## config.mk

```make
export PLATFORM = sky130hd
export DESIGN_NAME = button_auto_repeat
export DESIGN_NICKNAME = d
export VERILOG_FILES = /design/src/sv/bar_pkg.sv /design/src/sv/button_auto_repeat.sv
export SDC_FILE = /design/constraint.sdc
export NUM_CORES = 2
export LEC_CHECK = 0
export BUFFER_PORTS_ARGS = -buffer_cell sky130_fd_sc_hd__buf_2
export CAP_MARGIN = 20
export CORE_UTILIZATION = 35
export CTS_BUF_LIST = sky130_fd_sc_hd__clkbuf_2 sky130_fd_sc_hd__clkbuf_4 sky130_fd_sc_hd__clkbuf_8
export DETAILED_ROUTE_END_ITERATION = 8
export PLACE_DENSITY = 0.58
export SKIP_CTS_REPAIR_TIMING = 1
export SYNTH_ARGS = -nofsm -noshare
export SYNTH_HDL_FRONTEND = slang
export SYNTH_SLANG_ARGS = --single-unit
```

## constraint.sdc

```tcl
create_clock -name clk -period 24.9 [get_ports clk]
set_input_delay 4.98 -clock clk [delete_from_list [all_inputs] [get_ports clk]]
set_output_delay 4.98 -clock clk [all_outputs]
set_load 0.01 [all_outputs]
```

## src/sv/bar_pkg.sv

```systemverilog
// ----------------------------------------------------------------------------
// bar_pkg
// shared constants and helpers for the button auto-repeat block
// ----------------------------------------------------------------------------
package bar_pkg;

	localparam int PLAYERS            = 2;
	localparam int BUTTONS_PER_PLAYER = 8;

	// mask layout: bit player*8+button
	localparam int LANE_STRIDE = 8;
	localparam int MASK_W      = 16;
	localparam int STAMP_W     = 32;
	localparam int CFG_W       = 16;
	localparam int CFG_IDX_W   = 1;

	// stream payload widths (padded to whole bytes)
	localparam int S_DATA_W = ((STAMP_W + MASK_W + 7) / 8) * 8;
	localparam int M_DATA_W = ((MASK_W + 7) / 8) * 8;

	localparam logic [15:0] DELAY_RESET    = 16'd400;
	localparam logic [15:0] INTERVAL_RESET = 16'd100;

	typedef enum logic [CFG_IDX_W-1:0] {
		CFG_REPEAT_DELAY    = 1'b0,
		CFG_REPEAT_INTERVAL = 1'b1
	} cfg_idx_t;

	// lanes that belong to a configured player and button
	function automatic logic [MASK_W-1:0] lane_used_mask();
		logic [MASK_W-1:0] m;
		m = '0;
		for (int l = 0; l < MASK_W; l++) begin
			if ((l / LANE_STRIDE) < PLAYERS && (l % LANE_STRIDE) < BUTTONS_PER_PLAYER)
				m[l] = 1'b1;
		end
		return m;
	endfunction

	localparam logic [MASK_W-1:0] LANE_USED = lane_used_mask();

endpackage

```

## src/sv/button_auto_repeat.sv

```systemverilog
// ----------------------------------------------------------------------------
// button_auto_repeat
// per-button typematic repeat: fresh press fires, held buttons repeat
// ----------------------------------------------------------------------------
// One transfer in gives one transfer out. Each input transfer carries a
// millisecond timestamp and the pressed mask of up to 16 buttons (bit
// player*8+button); the result is the fire mask for that scan. A fresh press
// fires at once; a held button fires again once repeat_delay_ms has passed
// since the press and then every repeat_interval_ms (differences modulo 2^32).
// The block takes one scan per clock unless output back-pressure stalls it.
// Each scan is first captured in the input register, then the sixteen
// parallel subtract-and-compare lanes update the per-button state and load
// the result register. Back-pressure on the output stalls the input register
// only once the result register is full. Write the delay and interval
// registers only while no scan is in flight.
// ----------------------------------------------------------------------------
module button_auto_repeat (
	input  logic                              clk,
	input  logic                              arst_n,
	// input stream
	input  logic                              s_tvalid,
	output logic                              s_tready,
	input  logic [bar_pkg::S_DATA_W-1:0]      s_tdata,   // [31:0] now_ms, [47:32] pressed_mask
	// result stream
	output logic                              m_tvalid,
	input  logic                              m_tready,
	output logic [bar_pkg::M_DATA_W-1:0]      m_tdata,   // [15:0] fire_mask
	// configuration writes
	input  logic                              cfg_we,
	input  logic [bar_pkg::CFG_IDX_W-1:0]     cfg_index,
	input  logic [bar_pkg::CFG_W-1:0]         cfg_data
);
	import bar_pkg::*;

	// configuration registers
	logic [CFG_W-1:0] delay_q;
	logic [CFG_W-1:0] interval_q;

	// input register
	logic               valid_s1;
	logic [STAMP_W-1:0] now_s1;
	logic [MASK_W-1:0]  mask_s1;

	// result register
	logic               valid_s2;
	logic [MASK_W-1:0]  fire_s2;

	// per-button state
	logic [MASK_W-1:0]  held_q;
	logic [STAMP_W-1:0] press_q  [MASK_W];
	logic [STAMP_W-1:0] repeat_q [MASK_W];

	logic               advance;
	logic [MASK_W-1:0]  fire_c;
	logic [MASK_W-1:0]  fresh_c;

	// the input register moves on when the result register is free or drained
	assign advance  = valid_s1 && (!valid_s2 || m_tready);
	assign s_tready = !valid_s1 || advance;

	assign m_tvalid = valid_s2;
	assign m_tdata  = M_DATA_W'(fire_s2);

	always_ff @(posedge clk or negedge arst_n) begin
		if (!arst_n) begin
			delay_q    <= DELAY_RESET;
			interval_q <= INTERVAL_RESET;
		end else if (cfg_we) begin
			case (cfg_idx_t'(cfg_index))
				CFG_REPEAT_DELAY:    delay_q    <= cfg_data;
				CFG_REPEAT_INTERVAL: interval_q <= cfg_data;
				default: ;
			endcase
		end
	end

	// input stage
	always_ff @(posedge clk or negedge arst_n) begin
		if (!arst_n) begin
			valid_s1 <= 1'b0;
		end else if (s_tready) begin
			valid_s1 <= s_tvalid;
		end
	end

	always_ff @(posedge clk) begin
		if (s_tvalid && s_tready) begin
			now_s1  <= s_tdata[STAMP_W-1:0];
			mask_s1 <= s_tdata[STAMP_W +: MASK_W];
		end
	end

	// sixteen lanes, each with two wrapped subtracts and compares per stamp
	always_comb begin
		logic [STAMP_W-1:0] since_press;
		logic [STAMP_W-1:0] since_fire;
		for (int l = 0; l < MASK_W; l++) begin
			since_press = now_s1 - press_q[l];
			since_fire  = now_s1 - repeat_q[l];
			fresh_c[l]  = LANE_USED[l] && mask_s1[l] && !held_q[l];
			fire_c[l]   = LANE_USED[l] && mask_s1[l] && (!held_q[l] ||
				(since_press >= STAMP_W'(delay_q) && since_fire >= STAMP_W'(interval_q)));
		end
	end

	// state update happens with the result load, so the next scan sees it
	always_ff @(posedge clk or negedge arst_n) begin
		if (!arst_n) begin
			held_q <= '0;
		end else if (advance) begin
			held_q <= mask_s1 & LANE_USED;
		end
	end

	always_ff @(posedge clk) begin
		if (advance) begin
			for (int l = 0; l < MASK_W; l++) begin
				if (fresh_c[l])
					press_q[l] <= now_s1;
				if (fire_c[l])
					repeat_q[l] <= now_s1;
			end
		end
	end

	// result stage
	always_ff @(posedge clk or negedge arst_n) begin
		if (!arst_n) begin
			valid_s2 <= 1'b0;
		end else if (advance) begin
			valid_s2 <= 1'b1;
		end else if (m_tready) begin
			valid_s2 <= 1'b0;
		end
	end

	always_ff @(posedge clk) begin
		if (advance)
			fire_s2 <= fire_c;
	end

	// unconfigured lanes never fire
	a_unused_quiet: assert property (@(posedge clk) disable iff (!arst_n)
		valid_s2 |-> (fire_s2 & ~LANE_USED) == '0)
		else $error("fire on an unconfigured lane");

	// every fresh press shows up in the next result
	a_fresh_fires: assert property (@(posedge clk) disable iff (!arst_n)
		advance |=> (fire_s2 & $past(fresh_c)) == $past(fresh_c))
		else $error("fresh press did not fire");

	// held flags follow the scan just consumed
	a_held_track: assert property (@(posedge clk) disable iff (!arst_n)
		advance |=> held_q == ($past(mask_s1) & LANE_USED))
		else $error("held flags out of step with last scan");

	// a result never appears for a button that is up
	a_fire_pressed: assert property (@(posedge clk) disable iff (!arst_n)
		advance |=> (fire_s2 & ~held_q) == '0)
		else $error("fire on a released button");

endmodule
```

After elaboration in Yosys (flattened, before gate mapping)

Memory sizes are Yosys's and may differ from the RTL's.
Cells that the tools add are included.

Bits in registers: 114
Latch bits: 0
RAM bits: 1,024
ROM bits: 0
Bits of input ports: 70
Output and inout bits: 18
Word-level logic and storage cells: 262
Memories: 2

Add/sub/neg operators: 32
Multipliers: 0
Div/mod/pow operators: 0
Order comparisons: 32
Equal/unequal tests: 0
Shift operators: 0
Multiplexer cells: 98
Bitwise logic cells: 1
Reductions and logical operators: 89

Memory list:

| memory   | words | bits a word | rd ports | clocked after Yosys merged registers in | wr ports | RTL line                 | RTL |
|---|---|---|---|---|---|---|---|
| press_q  | 16    | 32          | 16       | 0                                       | 16       | button_auto_repeat.sv:50 | `logic [STAMP_W-1:0] press_q [MASK_W];` |
| repeat_q | 16    | 32          | 16       | 0                                       | 16       | button_auto_repeat.sv:51 | `logic [STAMP_W-1:0] repeat_q [MASK_W];` |

Operators by type and width:

| cell                | count |
|---|---|
| $ge A32 B16 Y1      | 32 |
| $sub A32 B32 Y32    | 32 |
| $mux W1             | 98 |
| $logic_and A1 B1 Y1 | 50 |
| $logic_not A1 Y1    | 18 |
| $logic_or A1 B1 Y1  | 18 |
| $reduce_and A2 Y1   | 2 |
| $reduce_bool A2 Y1  | 1 |
| $not A1 Y1          | 1 |

Depth between registers and ports, before layout

Depth after elaboration: 8
Mapped depth: 23
Mapped depth without buffers: 23

Worst setup path before layout

Ideal clock, no wire load.

Kind: input port to output port
Start point: input port m_tready
End point: output port s_tready
Arrival: 5,189 ps
Setup slack: 14,731 ps
Stages on the path: 1
Path through: nand3b_1

Cells in the longest elaborated chain, start to end: 3

RTL lines:

| element             | RTL line                 | RTL |
|---|---|---|
| start: declaration  | button_auto_repeat.sv:26 | `input logic m_tready,` |
| $logic_or A1 B1 Y1  | button_auto_repeat.sv:58 | `assign advance = valid_s1 && (!valid_s2 \|\| m_tready);` |
| $logic_and A1 B1 Y1 | button_auto_repeat.sv:58 |  |
| $logic_or A1 B1 Y1  | button_auto_repeat.sv:59 | `assign s_tready = !valid_s1 \|\| advance;` |
| end: declaration    | button_auto_repeat.sv:22 | `output logic s_tready,` |

No other way between the ends.

Final worst setup path

Ends and elaborated chain as after synthesis.

==> summary.md <==
| Metric | Value |
|---|---|
| Util after Layout | `0.387` |
| I/O Pins | `88` |
| Number of setup violations in the final report | `0` |
| Yosys top cell area share | `0.307` |
| Data arrival time of the worst path | `5.43 ns` |
| Kind of critical path | `in2out` |
| PwrDens | `58.3 mW/mm2` |
| Max cap viols | `0` |
| RePlAce Congestion | `0.907` |
| Final Max Slew Viols | `0` |
| First DRT Iteration DRCs | `7400` |
| Global router's overall resource usage | `0.210` |
| Cell area after synthesis | `0.106 mm2` |
| Area Overhead vs Synth | `9.60%` |
| Total negative setup slack | `0 ns` |
| Leakage power | `50.5 nW` |
| Initial Util | `0.353` |
| Maximum VDD drop | `0.0468 mV` |
| Worst min path class | `reg2reg` |
| Final Power | `6.80 mW` |
| Seq/Total Area, Yosys | `0.319` |
| Synth cell types | `107` |
| R2R Path Start | `now_s1[0]$_DFFE_PP_` |
| H-tree levels | `4` |
| Critical path capture point type | `primary output` |
| Syn Area/Cell | `8.94 um2` |
| Rows | `201` |
| Routed Antenna Nets | `0` |
| Total placed cells including tap cells | `15800` |
| Number of global-route vias before repair | `83900` |
| Post-route cell area | `0.116 mm2` |
| Setup repair after global routing missed its margin | `no` |
| TritonRoute pass-1 iters | `6` |
| Drt via density | `5.58` |
| Vias | `90400` |
| Top FF cell, synth | `edfxtp_1` |
| Clk_lat worst skew | `1.03 ns` |
| Hpwl dp | `226000 um` |
| Layout cells sized above 1 | `0.0676` |
| WP data required | `19.92 ns` |
| Syn nets | `13500` |
| CTS tree | `yes` |
| Die ar. | `0.306 mm2` |
| Min Hold Slack | `0.527 ns` |
| Root buf cell | `clkbuf_8` |
| Count leader, synth | `ha_1` |
| Clock skew | `0.0797 ns` |
| Final period util | `0.418` |
| Net count, final | `13700` |
| First-pass GRT wire length | `503000 um` |
| Port Buffers | `87` |
| Top post-synthesis cells by area | `edfxtp_1 (31%), ha_1 (18%), a21oi_1 (5.1%)` |
| Crit-path max FO | `3` |
| DP Area | `0.112 mm2` |
| Hold Vio Cnt, Final | `0` |
| Largest net degree at the start of global routing | `66` |
| Synth Register Bits | `1138` |
| Die Span Y | `553 um` |
| Average wire per standard cell | `20.7 um` |
| Final wirelength | `335000 um` |
| Largest buffer count on any clock path | `4` |
| Count of clock tree sinks | `1138` |
| CTS Buf Count | `223` |
| F_max | `0.0960 GHz` |
| DRC viols | `0` |
| Core Box Area | `0.301 mm2` |
| Clk slew on worst S/H paths | `0.06 ns` |
| Status | `complete, no violations` |
| Non-filler cells, final | `16200` |
| Worst relative slew slack | `0.297` |
| Number of synthesized flops with an enable pin | `1088` |
| Slew @ Worst Pin | `1.03 ns` |
| Die W | `553 um` |
| Place WS | `14.49 ns` |
| Fillers | `30400` |
| Critical Path Start | `m_tready` |
| Commonest cells in the netlist | `ha_1 (1504), inv_1 (1296), edfxtp_1 (1088)` |
| Synth area leader | `edfxtp_1` |
| Fin crit period | `10.41 ns` |
| Grt ovf | `0` |
| Initial antenna violation count | `22` |
| Mapped Cells | `11900` |
| Crit path launch type | `input port` |
| Syn. warnings | `0` |
| Ys async rst share | `0.0439` |
| Final WS setup | `14.49 ns` |
| Hold_sp | `interval_q[8]$_DFFE_PN0P_` |
-- power by group --
group	switching, mW	internal [mW]	leakage [nW]
registers	0.0422	2.23	10.7
logic	1.54	0.951	37.4
clock network	0.892	1.14	2.47
-- area by class of cell --
class | count | area [um2] | area share
clock buffer | 306 | 3790 | 0.0326
timing repair buffer | 233 | 1710 | 0.0147
clock inverter | 95 | 838 | 0.00720
tap | 3958 | 4950 | 0.0425
multi-input combinational | 9164 | 66400 | 0.570
sequential | 1138 | 33900 | 0.291
inverter | 1296 | 4870 | 0.0418
antenna | 9 | 22.5 | 0.000193
-- cells in the final DEF, fill, tap and decap left out, types with 43 or more instances in the layout --
master,instances
ha_1,1504
inv_1,1263
edfxtp_1,1088
a21oi_1,1078
nand2_1,809
nor2_1,719
o21ai_0,675
a21o_1,513
xnor2_1,423
nand4_1,262
nand3_1,241
clkbuf_8,239
xor2_1,214
nand2b_1,197
o21a_1,193
nor2b_1,187
nor3_1,165
a31oi_1,139
a211oi_1,139
buf_4,133
o211ai_1,118
o21bai_1,108
and3_1,106
nor4_1,88
buf_2,86
mux2i_1,80
o31ai_1,78
and2_1,72
clkbuf_4,67
o2111ai_1,56
a2111oi_0,54
or3_1,53
a21boi_0,52
o31a_1,47
nor3b_1,46
clkinv_2,44
o22ai_1,43
-- routing by layer --
metal | part of all wire | track usage | up-vias | wire, um
met5 | 0 | 0 | - | 0
met4 | 0.036 | 0.0733 | 0 | 12000
met3 | 0.050 | 0.0224 | 536 | 16800
met2 | 0.45 | 0.341 | 2312 | 150000
met1 | 0.47 | 0.289 | 43100 | 156000
li1 | - | - | 44500 | -
-- worst max-delay path, cell delays in order --
cell	delay, ns
buf_2	0.10
nand3b_1	0.19
buf_2	0.17
-- sequential cells by signal (all words and copies together) (netlist names) --
name	cells
delay_q	16
held_q	16
interval_q	16
m_tdata	16
m_tvalid	1
mask_s1	16
now_s1	32
press_q	512
repeat_q	512
valid_s1	1
-- cell families after synthesis --
kind of cell	count (synthesis)	share of synthesized area
buffers and inverters	1591	0.0572
muxes	122	0.0121
AOI/OAI and AO/OA	3701	0.227
and+or+nand+nor	3168	0.149
adders and majority gates	1536	0.183
xor gates and xnor gates	637	0.0525
DFF	1138	0.319
-- final timing paths --
path / slack (ns) / cells past startpoint / to
min: 0.53 / 1 / interval_q[8]$_DFFE_PN0P_
min reg2reg: 0.53 / 1 / interval_q[8]$_DFFE_PN0P_
max in group asynchronous: 19.62 / 2 / delay_q[0]$_DFFE_PN0P_
max: 14.49 / 3 / s_tready
max reg2reg: 17.59 / 26 / repeat_q[0][89]$_DFFE_PP_
min in group asynchronous: 4.00 / 1 / held_q[7]$_DFFE_PN0P_
Note: power is estimated with default switching activity, not from simulation.
